### config.mk
export PLATFORM = sky130hd
export DESIGN_NAME = jwt_time_claim_checker_unit
export DESIGN_NICKNAME = d
export VERILOG_FILES = /design/src/hw/rtl/jtcc_pkg.sv /design/src/hw/rtl/jtcc_front.sv /design/src/hw/rtl/jtcc_matcher.sv /design/src/hw/rtl/jtcc_back.sv /design/src/hw/rtl/jwt_time_claim_checker_unit.sv
export SDC_FILE = /design/constraint.sdc
export NUM_CORES = 2
export LEC_CHECK = 0
export ABC_AREA = 1
export BUFFER_PORTS_ARGS = -buffer_cell sky130_fd_sc_hd__buf_2
export CAP_MARGIN = 20
export CORE_MARGIN = 4
export CORE_UTILIZATION = 56
export CTS_CLUSTER_SIZE = 25
export DETAILED_ROUTE_END_ITERATION = 8
export GPL_TIMING_DRIVEN = 1
export PLACE_DENSITY = 0.72
export SYNTH_ARGS = -nofsm -noshare
export SYNTH_HDL_FRONTEND = slang
export SYNTH_HIERARCHICAL = 1
export SYNTH_SLANG_ARGS = --single-unit
### constraint.sdc
create_clock -name clk -period 9.6 [get_ports clk]
set_input_delay 1.44 -clock clk [delete_from_list [all_inputs] [get_ports clk]]
set_output_delay 1.44 -clock clk [all_outputs]
set_load 0.02 [all_outputs]
### src/hw/rtl/jtcc_pkg.sv
// Package with the types and codes shared by the time claim checker modules.
package jtcc_pkg;

  localparam logic [2:0] VERDICT_OK        = 3'd0;
  localparam logic [2:0] VERDICT_NO_DOT    = 3'd1;
  localparam logic [2:0] VERDICT_BAD_LOAD  = 3'd2;
  localparam logic [2:0] VERDICT_NOT_YET   = 3'd3;
  localparam logic [2:0] VERDICT_EXPIRED   = 3'd4;

  localparam logic [15:0] MARGIN_RESET = 16'd60;

  localparam logic [1:0] SEG_HEADER  = 2'd0;
  localparam logic [1:0] SEG_PAYLOAD = 2'd1;
  localparam logic [1:0] SEG_TAIL    = 2'd2;

  localparam logic [3:0] PH_SPACE  = 4'd6;
  localparam logic [3:0] PH_NUMBER = 4'd7;
  localparam logic [3:0] PH_DONE   = 4'd8;

  localparam logic [7:0] CH_DOT   = 8'h2E;
  localparam logic [7:0] CH_PAD   = 8'h3D;
  localparam logic [7:0] CH_MINUS = 8'h2D;

  localparam logic [63:0] MAX_I64 = 64'h7FFF_FFFF_FFFF_FFFF;

  localparam logic [5:0][7:0] NBF_KEY = {8'h3A, 8'h22, 8'h66, 8'h62, 8'h6E, 8'h22};
  localparam logic [5:0][7:0] EXP_KEY = {8'h3A, 8'h22, 8'h70, 8'h78, 8'h65, 8'h22};

  typedef struct packed {
    logic [7:0]         token_char;
    logic               last_char;
    logic signed [63:0] now_epoch;
  } in_t;

  typedef struct packed {
    logic       token_valid;
    logic [2:0] verdict;
  } out_t;

  typedef struct packed {
    logic [7:0]         token_byte;
    logic               has_byte;
    logic               last;
    logic               seg_ok;
    logic               bad_empty;
    logic signed [63:0] now_epoch;
  } mid_t;

endpackage

### src/hw/rtl/jtcc_front.sv
// Front part: segment tracking, base64url and standard base64 decoding and the queue to the back part.
module jtcc_front (
  input  logic          clk,
  input  logic          rst_n,
  input  logic          in_push,
  output logic          in_full,
  input  jtcc_pkg::in_t in_data,
  output logic          head_valid,
  output jtcc_pkg::mid_t head,
  input  logic          head_pop
);

  logic [1:0]  seg_r, seg_nxt;
  logic [12:0] buf_r, buf_nxt;
  logic [3:0]  cnt_r, cnt_nxt;
  logic        stop_r, stop_nxt, bad_r, bad_nxt, seen_r, seen_nxt;
  logic        accept, byte_ev;
  logic [5:0]  sextet;
  logic        sx_ok;
  logic [7:0]  c;
  logic [12:0] shifted;

  jtcc_pkg::mid_t q_mem_r [2];
  logic [1:0] q_cnt_r;
  logic       q_wp_r, q_rp_r;
  logic       q_push;

  assign c = in_data.token_char;
  assign accept = in_push && !in_full;

  always_comb begin
    sx_ok = 1'b1;
    sextet = 6'd0;
    if (c >= 8'h41 && c <= 8'h5A) begin
      sextet = 6'(c - 8'h41);
    end else if (c >= 8'h61 && c <= 8'h7A) begin
      sextet = 6'(c - 8'h61 + 8'd26);
    end else if (c >= 8'h30 && c <= 8'h39) begin
      sextet = 6'(c - 8'h30 + 8'd52);
    end else if (c == 8'h2B || c == 8'h2D) begin
      sextet = 6'd62;
    end else if (c == 8'h2F || c == 8'h5F) begin
      sextet = 6'd63;
    end else begin
      sx_ok = 1'b0;
    end
  end

  always_comb begin
    seg_nxt = seg_r;
    buf_nxt = buf_r;
    cnt_nxt = cnt_r;
    stop_nxt = stop_r;
    bad_nxt = bad_r;
    seen_nxt = seen_r;
    byte_ev = 1'b0;
    shifted = 13'd0;
    if (seg_r == jtcc_pkg::SEG_HEADER) begin
      if (c == jtcc_pkg::CH_DOT) seg_nxt = jtcc_pkg::SEG_PAYLOAD;
    end else if (seg_r == jtcc_pkg::SEG_PAYLOAD) begin
      if (c == jtcc_pkg::CH_DOT) begin
        seg_nxt = jtcc_pkg::SEG_TAIL;
      end else if (!stop_r && !bad_r) begin
        if (c == jtcc_pkg::CH_PAD) begin
          stop_nxt = 1'b1;
        end else if (!sx_ok) begin
          bad_nxt = 1'b1;
        end else begin
          buf_nxt = {buf_r[6:0], sextet};
          cnt_nxt = cnt_r + 4'd6;
          if (cnt_nxt >= 4'd8) begin
            cnt_nxt = cnt_nxt - 4'd8;
            byte_ev = 1'b1;
            seen_nxt = 1'b1;
            shifted = buf_nxt >> cnt_nxt;
          end
        end
      end
    end
  end

  assign q_push = accept && (byte_ev || in_data.last_char);
  assign in_full = (q_cnt_r == 2'd2);
  assign head_valid = (q_cnt_r != 2'd0);
  assign head = q_mem_r[q_rp_r];

  always_ff @(posedge clk) begin
    if (!rst_n) begin
      seg_r <= jtcc_pkg::SEG_HEADER;
      buf_r <= 13'd0;
      cnt_r <= 4'd0;
      stop_r <= 1'b0;
      bad_r <= 1'b0;
      seen_r <= 1'b0;
    end else if (accept) begin
      if (in_data.last_char) begin
        seg_r <= jtcc_pkg::SEG_HEADER;
        buf_r <= 13'd0;
        cnt_r <= 4'd0;
        stop_r <= 1'b0;
        bad_r <= 1'b0;
        seen_r <= 1'b0;
      end else begin
        seg_r <= seg_nxt;
        buf_r <= buf_nxt;
        cnt_r <= cnt_nxt;
        stop_r <= stop_nxt;
        bad_r <= bad_nxt;
        seen_r <= seen_nxt;
      end
    end
  end

  always_ff @(posedge clk) begin
    if (!rst_n) begin
      q_cnt_r <= 2'd0;
      q_wp_r <= 1'b0;
      q_rp_r <= 1'b0;
    end else begin
      if (q_push) q_wp_r <= !q_wp_r;
      if (head_pop) q_rp_r <= !q_rp_r;
      q_cnt_r <= q_cnt_r + {1'b0, q_push} - {1'b0, head_pop};
    end
  end

  always_ff @(posedge clk) begin
    if (q_push) begin
      q_mem_r[q_wp_r].token_byte <= shifted[7:0];
      q_mem_r[q_wp_r].has_byte <= byte_ev;
      q_mem_r[q_wp_r].last <= in_data.last_char;
      q_mem_r[q_wp_r].seg_ok <= seg_nxt[1];
      q_mem_r[q_wp_r].bad_empty <= bad_nxt || !seen_nxt;
      q_mem_r[q_wp_r].now_epoch <= in_data.now_epoch;
    end
  end

endmodule

### src/hw/rtl/jtcc_matcher.sv
// Key matcher and saturating decimal parser for one time claim.
module jtcc_matcher (
  input  logic               clk,
  input  logic               rst_n,
  input  logic [5:0][7:0]    key,
  input  logic               feed,
  input  logic [7:0]         c,
  input  logic               clear,
  output logic               present_nxt,
  output logic signed [63:0] value_nxt
);

  logic [3:0]  ph_r, ph_nxt;
  logic [63:0] mag_r, mag_nxt;
  logic        neg_r, neg_nxt, dig_r, dig_nxt;
  logic        is_space, is_digit, to_number;
  logic [67:0] prod;

  assign is_space = (c == 8'h20) || (c >= 8'd9 && c <= 8'd13);
  assign is_digit = (c >= 8'h30 && c <= 8'h39);
  assign prod = {1'b0, mag_r, 3'b000} + {3'b000, mag_r, 1'b0} + {60'd0, 8'(c - 8'h30)};

  always_comb begin
    ph_nxt = ph_r;
    mag_nxt = mag_r;
    neg_nxt = neg_r;
    dig_nxt = dig_r;
    to_number = 1'b0;
    if (feed) begin
      if (ph_r < 4'd6) begin
        if (c == key[ph_r[2:0]]) ph_nxt = ph_r + 4'd1;
        else if (ph_r == 4'd5 && c == key[1]) ph_nxt = 4'd2;
        else if (c == key[0]) ph_nxt = 4'd1;
        else ph_nxt = 4'd0;
      end else if (ph_r == jtcc_pkg::PH_SPACE) begin
        if (c == jtcc_pkg::CH_MINUS) begin
          neg_nxt = 1'b1;
          ph_nxt = jtcc_pkg::PH_NUMBER;
        end else if (!is_space) begin
          to_number = 1'b1;
        end
      end else if (ph_r == jtcc_pkg::PH_NUMBER) begin
        to_number = 1'b1;
      end
      if (to_number) begin
        if (is_digit) begin
          mag_nxt = (prod > {4'd0, jtcc_pkg::MAX_I64}) ? jtcc_pkg::MAX_I64 : prod[63:0];
          dig_nxt = 1'b1;
          ph_nxt = jtcc_pkg::PH_NUMBER;
        end else begin
          ph_nxt = jtcc_pkg::PH_DONE;
        end
      end
    end
  end

  assign present_nxt = dig_nxt;
  assign value_nxt = neg_nxt ? -$signed(mag_nxt) : $signed(mag_nxt);

  always_ff @(posedge clk) begin
    if (!rst_n || clear) begin
      ph_r <= 4'd0;
      mag_r <= 64'd0;
      neg_r <= 1'b0;
      dig_r <= 1'b0;
    end else begin
      ph_r <= ph_nxt;
      mag_r <= mag_nxt;
      neg_r <= neg_nxt;
      dig_r <= dig_nxt;
    end
  end

endmodule

### src/hw/rtl/jtcc_back.sv
// Back part: claim matchers, verdict stage and result queue.
module jtcc_back (
  input  logic           clk,
  input  logic           rst_n,
  input  logic           head_valid,
  input  jtcc_pkg::mid_t head,
  output logic           head_pop,
  input  logic [15:0]    margin,
  output logic           out_empty,
  input  logic           out_pop,
  output jtcc_pkg::out_t out_data
);

  logic               feed, clr, b_ready, o_push;
  logic               nbf_p, exp_p;
  logic signed [63:0] nbf_v, exp_v;
  logic               b_valid_r, b_seg_r, b_bad_r, b_nbf_p_r, b_exp_p_r;
  logic signed [63:0] b_nbf_r, b_exp_r, b_now_r;
  logic signed [64:0] sum;
  logic [2:0]         verdict;
  jtcc_pkg::out_t     o_mem_r [2];
  logic [1:0]         o_cnt_r;
  logic               o_wp_r, o_rp_r, o_pop;

  assign o_push = b_valid_r && (o_cnt_r != 2'd2);
  assign b_ready = !b_valid_r || o_push;
  assign head_pop = head_valid && (!head.last || b_ready);
  assign feed = head_pop && head.has_byte;
  assign clr = head_pop && head.last;

  jtcc_matcher u_nbf (
    .clk(clk), .rst_n(rst_n), .key(jtcc_pkg::NBF_KEY), .feed(feed), .c(head.token_byte),
    .clear(clr), .present_nxt(nbf_p), .value_nxt(nbf_v)
  );

  jtcc_matcher u_exp (
    .clk(clk), .rst_n(rst_n), .key(jtcc_pkg::EXP_KEY), .feed(feed), .c(head.token_byte),
    .clear(clr), .present_nxt(exp_p), .value_nxt(exp_v)
  );

  always_ff @(posedge clk) begin
    if (!rst_n) begin
      b_valid_r <= 1'b0;
    end else if (clr) begin
      b_valid_r <= 1'b1;
    end else if (o_push) begin
      b_valid_r <= 1'b0;
    end
  end

  always_ff @(posedge clk) begin
    if (clr) begin
      b_seg_r <= head.seg_ok;
      b_bad_r <= head.bad_empty;
      b_nbf_p_r <= nbf_p;
      b_exp_p_r <= exp_p;
      b_nbf_r <= nbf_v;
      b_exp_r <= exp_v;
      b_now_r <= head.now_epoch;
    end
  end

  assign sum = {b_now_r[63], b_now_r} + $signed({49'd0, margin});

  always_comb begin
    verdict = jtcc_pkg::VERDICT_OK;
    if (!b_seg_r) begin
      verdict = jtcc_pkg::VERDICT_NO_DOT;
    end else if (b_bad_r) begin
      verdict = jtcc_pkg::VERDICT_BAD_LOAD;
    end else if (b_nbf_p_r && (b_nbf_r > b_now_r)) begin
      verdict = jtcc_pkg::VERDICT_NOT_YET;
    end else if (b_exp_p_r && ($signed({b_exp_r[63], b_exp_r}) <= sum)) begin
      verdict = jtcc_pkg::VERDICT_EXPIRED;
    end
  end

  assign o_pop = out_pop && !out_empty;
  assign out_empty = (o_cnt_r == 2'd0);
  assign out_data = o_mem_r[o_rp_r];

  always_ff @(posedge clk) begin
    if (!rst_n) begin
      o_cnt_r <= 2'd0;
      o_wp_r <= 1'b0;
      o_rp_r <= 1'b0;
    end else begin
      if (o_push) o_wp_r <= !o_wp_r;
      if (o_pop) o_rp_r <= !o_rp_r;
      o_cnt_r <= o_cnt_r + {1'b0, o_push} - {1'b0, o_pop};
    end
  end

  always_ff @(posedge clk) begin
    if (o_push) begin
      o_mem_r[o_wp_r].verdict <= verdict;
      o_mem_r[o_wp_r].token_valid <= (verdict == jtcc_pkg::VERDICT_OK);
    end
  end

endmodule

### src/hw/rtl/jwt_time_claim_checker_unit.sv
// Top level of the streaming token time claim checker.
// Throughput is one character per cycle while results are taken as they appear.
// A verdict reaches the result ports after the last character is transferred, passing
// through the front queue, the verdict stage with the matcher step folded in, and the result queue.
// Synchronous reset clears the token parsing state, empties both queues and sets the margin register to 60.
module jwt_time_claim_checker_unit (
  input  logic           clk,
  input  logic           rst_n,
  input  logic           in_push,
  output logic           in_full,
  input  jtcc_pkg::in_t  in_data,
  output logic           out_empty,
  input  logic           out_pop,
  output jtcc_pkg::out_t out_data,
  input  logic           cfg_valid,
  output logic           cfg_ready,
  input  logic [15:0]    cfg_data
);

  logic           head_valid, head_pop;
  jtcc_pkg::mid_t head;
  logic [15:0]    margin_r;

  assign cfg_ready = 1'b1;

  always_ff @(posedge clk) begin
    if (!rst_n) begin
      margin_r <= jtcc_pkg::MARGIN_RESET;
    end else if (cfg_valid && cfg_ready) begin
      margin_r <= cfg_data;
    end
  end

  jtcc_front u_front (
    .clk(clk), .rst_n(rst_n), .in_push(in_push), .in_full(in_full), .in_data(in_data),
    .head_valid(head_valid), .head(head), .head_pop(head_pop)
  );

  jtcc_back u_back (
    .clk(clk), .rst_n(rst_n), .head_valid(head_valid), .head(head), .head_pop(head_pop),
    .margin(margin_r), .out_empty(out_empty), .out_pop(out_pop), .out_data(out_data)
  );

endmodule

### After elaboration in Yosys (flattened, before gate mapping)

Memories as Yosys holds them, arrays and structs flattened. A register that Yosys moved wholly into a read port is not among the register bits.
Index checks and enable logic that the tools add are counted.

| storage, ports and cells | value |
|---|---|
| register bits after elaboration | 377 |
| memory bits (writable) | 160 |
| ROM bits | 128 |
| bits of input ports | 94 |
| word-level logic and storage cells | 289 |
| memories | 4 |

| operators by class | value |
|---|---|
| add/sub/neg operators | 21 |
| $lt $le $gt $ge | 19 |
| equal/unequal tests | 25 |
| shifts and indexed selects | 1 |
| muxes and demuxes | 132 |
| reduce and logical (&&, ||, !) cells | 57 |

Memories:

| name | depth | width | read ports | clocked after memory_dff | write ports | RTL line | RTL |
|---|---|---|---|---|---|---|---|
| u_front.q_mem_r | 2 | 76 | 1 | 1 | 1 | jtcc_front.sv:23 | `jtcc_pkg::mid_t q_mem_r [2];` |
| (name not given) | 8 | 8 | 1 | 1 | 0 | jtcc_matcher.sv:31 | `if (c == key[ph_r[2:0]]) ph_nxt = ph_r + 4'd1;` |
| (name not given) | 8 | 8 | 1 | 1 | 0 | jtcc_matcher.sv:31 |  |
| u_back.o_mem_r | 2 | 4 | 1 | 1 | 1 | jtcc_back.sv:21 | `jtcc_pkg::out_t o_mem_r [2];` |

Operators by type and width:

| kind | count |
|---|---|
| two-way mux 64 bit | 10 |
| adder 67 x 65 -> 68 bit | 2 |
| adder 68 x 8 -> 68 bit | 2 |
| > comparator 68 x 63 -> 1 bit, second input constant | 2 |
| negation 64 bit | 2 |
| two-way mux 4 bit | 18 |
| two-way mux 8 bit | 9 |
| two-way mux 1 bit | 68 |
| adder 64 x 17 -> 65 bit | 1 |
| <= comparator 64 x 65 -> 1 bit | 1 |
| == test 8 x 6 -> 1 bit, second input constant | 8 |
| > comparator 64 bit | 1 |
| two-way mux 7 bit | 7 |
| two-way mux 6 bit | 5 |
| == test 4 x 3 -> 1 bit, second input constant | 6 |
| == test 8 x 7 -> 1 bit, second input constant | 3 |
| two-way mux 3 bit | 8 |
| logical AND 1 bit | 17 |
| == test 8 bit | 2 |
| greater-or-equal comparator 8 x 6 -> 1 bit, second input constant | 2 |
| greater-or-equal comparator 8 x 7 -> 1 bit, second input constant | 2 |
| <= comparator 8 x 6 -> 1 bit, second input constant | 2 |
| <= comparator 8 x 7 -> 1 bit, second input constant | 2 |
| nonzero test 3 bit | 5 |
| 28 further kinds | 70 |

### Logic depth before layout (Yosys ltp)

| logic depth | value |
|---|---|
| depth in word-level cells | 17 |
| mapped depth | 38 |
| mapped depth without buffers | 34 |

### By module

Netlist, hierarchy kept.

Modules (own cells, without submodules):

| module | instances | cells each | area each (um^2) |
|---|---|---|---|
| jtcc_matcher (u_back.u_exp) | 1 | 2464 | 13481.7 |
| jtcc_matcher (u_back.u_nbf) | 1 | 2347 | 13086.3 |
| jtcc_back | 1 | 1163 | 12129.1 |
| jtcc_front | 1 | 572 | 7433.4 |
| jwt_time_claim_checker_unit | 1 | 96 | 650.6 |

### Least setup slack after synthesis

OpenSTA, ideal clock, no wires.

| timing | value |
|---|---|
| path type | input port to flip-flop |
| start point | input port in_data[67] in the netlist's numbering |
| end point | memory u_front/q_mem_r[0][0] in the netlist's numbering, enable pin |
| setup time | 0.511 ns |
| data arrival time | 5.871 ns |
| data required time | 9.089 ns |
| slack | 3.218 ns |
| stages on the path | 14 |
| path through | buf_2 inv_1 ha_1 nand2_1 nand2_1 nand3_1 nand2_1 nand2_1 nand2_4 nand3_4 nand2_2 inv_2 o21ai_1 nor2_1 |

| between the ends | value |
|---|---|
| cells in the longest elaborated chain, start to end | 17 |

RTL lines:

| item | RTL line | RTL |
|---|---|---|
| start, declared | jwt_time_claim_checker_unit.sv:11 | `input jtcc_pkg::in_t in_data,` |
| parallel branches: the longest is 10 deep, another holds greater-or-equal comparator 8 x 6 -> 1 bit | n/a |  |
| two-way mux 1 bit * | jtcc_front.sv:61 | `if (c == jtcc_pkg::CH_DOT) begin` |
| two-way mux 1 bit * | jtcc_front.sv:60 | `end else if (seg_r == jtcc_pkg::SEG_PAYLOAD) begin` |
| two-way mux 1 bit * | jtcc_front.sv:58 | `if (seg_r == jtcc_pkg::SEG_HEADER) begin` |
| net u_front.byte_ev | jtcc_front.sv:17 | `logic accept, byte_ev;` |
| logical OR 1 bit * | jtcc_front.sv:82 | `assign q_push = accept && (byte_ev \|\| in_data.last_char);` |
| logical AND 1 bit * | jtcc_front.sv:82 |  |
| two-way mux 1 bit * | jtcc_front.sv:127 | `if (q_push) begin` |
| two-way mux 1 bit (implied by the code) * | jtcc_front.sv:133 | `q_mem_r[q_wp_r].now_epoch <= in_data.now_epoch;` |
| end, declared | jtcc_front.sv:23 |  |

Mark *: on every way through the listed nets, which the timed path passes.

==> run summary <==
### Worst setup path
• 31 — reg2reg path depth
• nand2_2 — critical path's most frequent cell
• u_back/b_nbf_r[40] — worst setup path end
• u_back/b_nbf_r[40] — r2r endpoint
• register — Critical Path Start Type
• 4 — buffers plus inverters on the worst setup path
• 7110 ps — data arrival time of the critical path
• 2870 ps — flop2flop setup slack
• 31 — cell depth of the worst setup path
• 9970 ps — required time of the critical path
• register — Worst setup EP type
• register to register — worst setup path category
• 710 ps — Slowest Stage Delay on Critical Path
• buf_4 — critical path's slowest cell
• 70 — maximum fanout encountered on the critical timing path
• simple AND/OR/NAND/NOR gates — family with the most delay on the worst path

### Timing
• 0 — count of final hold-check violations
• 6733 ps — shortest clock period the worst path allows after layout
• 0 — number of setup violations in the final report
• 0.7014 — part of the cycle the worst path needs
• 0.2972 — headroom to the max-slew limit
• 0 ps — setup_tns
• 442.8 ps — Hold Worst Slack
• 0 — Max Slew Vio Count
• 1054 ps — actual slew at the worst max-slew pin
• 21.05 ps — skew final
• 148.5 MHz — top achievable clock speed
• false — setup repair after global routing missed its margin

### Detailed routing
• 4267 — Iter 0 DRT Violations
• 151900 um — overall routed net length
• 0 — Residual DRC
• 0 — number of routed nets with antenna violations
• 8 — Detailed Routing Iterations Pass 1
• 19.14 um — average wire per cell in the routed design
• 43550 — number of vias after detailed routing
• 5.486 — via-per-instance ratio

### Power and ir drop
• 157.0 uV — Worst IR Drop VDD
• 0.02759 uW — Leakage
• 150.8 mW/mm^2 — Pwr Density
• 7621 uW — total power

### Logic synthesis
• 0.3064 — proportion of synthesized chip area in sequential cells
• 0.04678 sq mm — synthesized area
• edfxtp_1 — cell taking the most area after synthesis
• nand2_1 — most frequently used cell type in the post-synthesis netlist
• edfxtp_1 — Primary FF master, synth
• 0 — proportion of register bits with asynchronous set or reset after synthesis
• 0.2285 — Yosys top cell area share
• 7.043 sq um — average cell area after synthesis
• 356 — Post-synth EDFFs
• 67 — number of distinct library cells after synthesis
• 6642 — Cells after Synth
• 6 — Yosys warnings
• 538 — Yosys reg bits
• nand2_1, inv_1, nor2_1, ha_1, edfxtp_1 — most used standard cells in the synthesized netlist
• edfxtp_1, nand2_1, ha_1, dfxtp_1, inv_1 — largest cells by area after synthesis

### Clocking
• yes — clock tree from TritonCTS
• 538 — clock net sink count
• 0 — buffer count from post-CTS setup fixing
• 60 ps — clock transition at the registers of the reported paths
• clkbuf_16 — cell chosen for the clock root
• 59 — Inserted Clock Buffers
• 0 — Hold Buf Count CTS
• 0 — CTS resizes
• 3 — Clock Tree Buf Depth
• 610 ps — insertion delay to the later sink of the worst-skew pair
• 2 — CTS H-Tree Depth

### Job
• 0 — Maximum Capacitance Violations

### Die
• 0.08823 sq mm — overall die area
• 101 — Boundary Pins
• 105 — Core Rows
• 0.08250 sq mm — area of the core
• 297.0 um — Die Width
• 0.5670 — initial standard-cell utilization of the core
• 297.0 um — vertical extent of the die

### Finish
• 8.024% — synthesis-to-finish area growth
• 7347 — nets@finish
• 7958 — fill cell count
• 0.1059 — share of layout cells above drive strength 1
• 0 — diode count

### Global routing
• 232800 um — global-route wire length before repair
• 88 — pin count of the biggest net entering global routing
• 40850 — vias in the first global route
• 0.3339 — global-route total usage across every layer
• 1 — number of antenna violations at the first check in global routing
• 0 — total congestion overflow

### Worst hold path
• register to register — worst hold-check path type

### Place
• 1.044 — final estimated routing congestion in global placement
• 125000 um — half-perimeter wire length after detailed placement
• 99 — quantity of I/O buffers inserted on ports

### Status
• finished, final reports clean — status

## through the flow
step / instances / util / area (sq um) / setup slack, ps
after floorplan: 6767 / - / 47250 / 3218
after global placement: 7828 / 0.5886 / 48560 / 3038
after detailed placement: 7828 / 0.5886 / 48560 / 2905
after CTS: 7938 / 0.6125 / 50530 / 2881
after global routing: 7938 / 0.6125 / 50530 / 2392
final: 7938 / 0.6125 / 50530 / 2867
## area by class of cell
| cell class | instances | area (sq um) | area share |
|---|---|---|---|
| Multi-Input combinational cell | 5166 | 28710 | 0.5682 |
| Timing Repair Buffer | 120 | 653.1 | 0.01292 |
| Inverter | 934 | 3521 | 0.06967 |
| Clock buffer | 82 | 1689 | 0.03342 |
| Tap cell | 1070 | 1339 | 0.02649 |
| Clock inverter | 28 | 284.0 | 0.005620 |
| Sequential cell | 538 | 14340 | 0.2837 |
## tightest hold or removal path, delay by kind of cell, from the launching register on
| family | cells | cell delay (ps) |
|---|---|---|
| simple gates | 2 | 80 |
| flops | 1 | 320 |
## routing by layer
| metal | part of all wire | wire, um | vias to the layer above | GRT usage |
|---|---|---|---|---|
| met1 | 0.43 | 65780 | 20110 | 0.4515 |
| met5 | 0.000072 | 11 | - | 0 |
| met2 | 0.45 | 69130 | 1568 | 0.5501 |
| met3 | 0.069 | 10550 | 285 | 0.04145 |
| li1 | - | - | 21590 | - |
| met4 | 0.043 | 6477 | 2 | 0.1245 |
## logic make-up (layout without fill, tap and decap cells)
| group | count (synthesis) | in the layout | share of synthesized area |
|---|---|---|---|
| other | 3 | 128 | 0.0002407 |
| muxes | 80 | 80 | 0.01926 |
| adders and majority gates | 434 | 434 | 0.1182 |
| buffers and inverters | 1063 | 1164 | 0.09078 |
| xor gates and xnor gates | 276 | 276 | 0.05167 |
| DFF | 538 | 538 | 0.3064 |
| and+or+nand+nor | 3663 | 3663 | 0.3404 |
| AOI/OAI and AO/OA | 585 | 585 | 0.07312 |
## cells in the final DEF, fill, tap and decap left out, drive strengths merged, types with 2 or more instances in the layout
| cell type | instances |
|---|---|
| nand2 | 2037 |
| inv | 939 |
| nor2 | 920 |
| ha | 421 |
| edfxtp | 356 |
| nand3 | 280 |
| a21oi | 273 |
| o21ai | 229 |
| xor2 | 190 |
| dfxtp | 182 |
| nand4 | 169 |
| conb | 128 |
| or2 | 121 |
| buf | 120 |
| xnor2 | 86 |
| clkbuf | 82 |
| mux2 | 80 |
| nor3 | 75 |
| nor4 | 28 |
| o21bai | 27 |
| clkinv | 16 |
| o22ai | 14 |
| fa | 13 |
| nand3b | 13 |
| o21a | 9 |
| and2 | 9 |
| a31oi | 9 |
| a21o | 7 |
| and3 | 6 |
| a21boi | 5 |
| bufinv | 4 |
| o2111ai | 4 |
| nor3b | 4 |
| clkinvlp | 3 |
| o211ai | 3 |
| o31ai | 2 |
## worst min path at each step
| stage | start | to | slack, ps | cells past startpoint |
|---|---|---|---|---|
| 6_report | u_front/cnt_r[3] | u_front/cnt_r[3] | 440 | 2 |
| 5_1_grt | u_front/cnt_r[3] | u_front/cnt_r[3] | 470 | 2 |
| 4_1_cts | u_front/cnt_r[3] | u_front/cnt_r[3] | 450 | 2 |
| 3_5_place_dp | u_front/cnt_r[3] | u_front/cnt_r[3] | 440 | 2 |
| 3_3_place_gp | u_front/cnt_r[3] | u_front/cnt_r[3] | 440 | 2 |
| 2_1_floorplan | u_back/o_rp_r | register | 430 | 1 |
## state kept, by name, summed over array words and instances, names as in the netlist, 8 cells and up, named ones only
register and flops:
u_back/b_nbf_r 64, u_back/u_nbf/mag_r 64, u_back/o_mem_r 8, u_back/b_exp_r 64
margin_r 16, u_back/u_exp/mag_r 64, u_front/q_mem_r 152, u_back/b_now_r 64
## power breakdown
group          leakage, uW  total [uW]  internal, uW  switching [uW]
combinational       0.0218        2140           710            1430
sequential         0.00481        3180          2900             280
clock             0.000969        2310          1340             966
No activity file was read; power rests on OpenSTA's default activity.
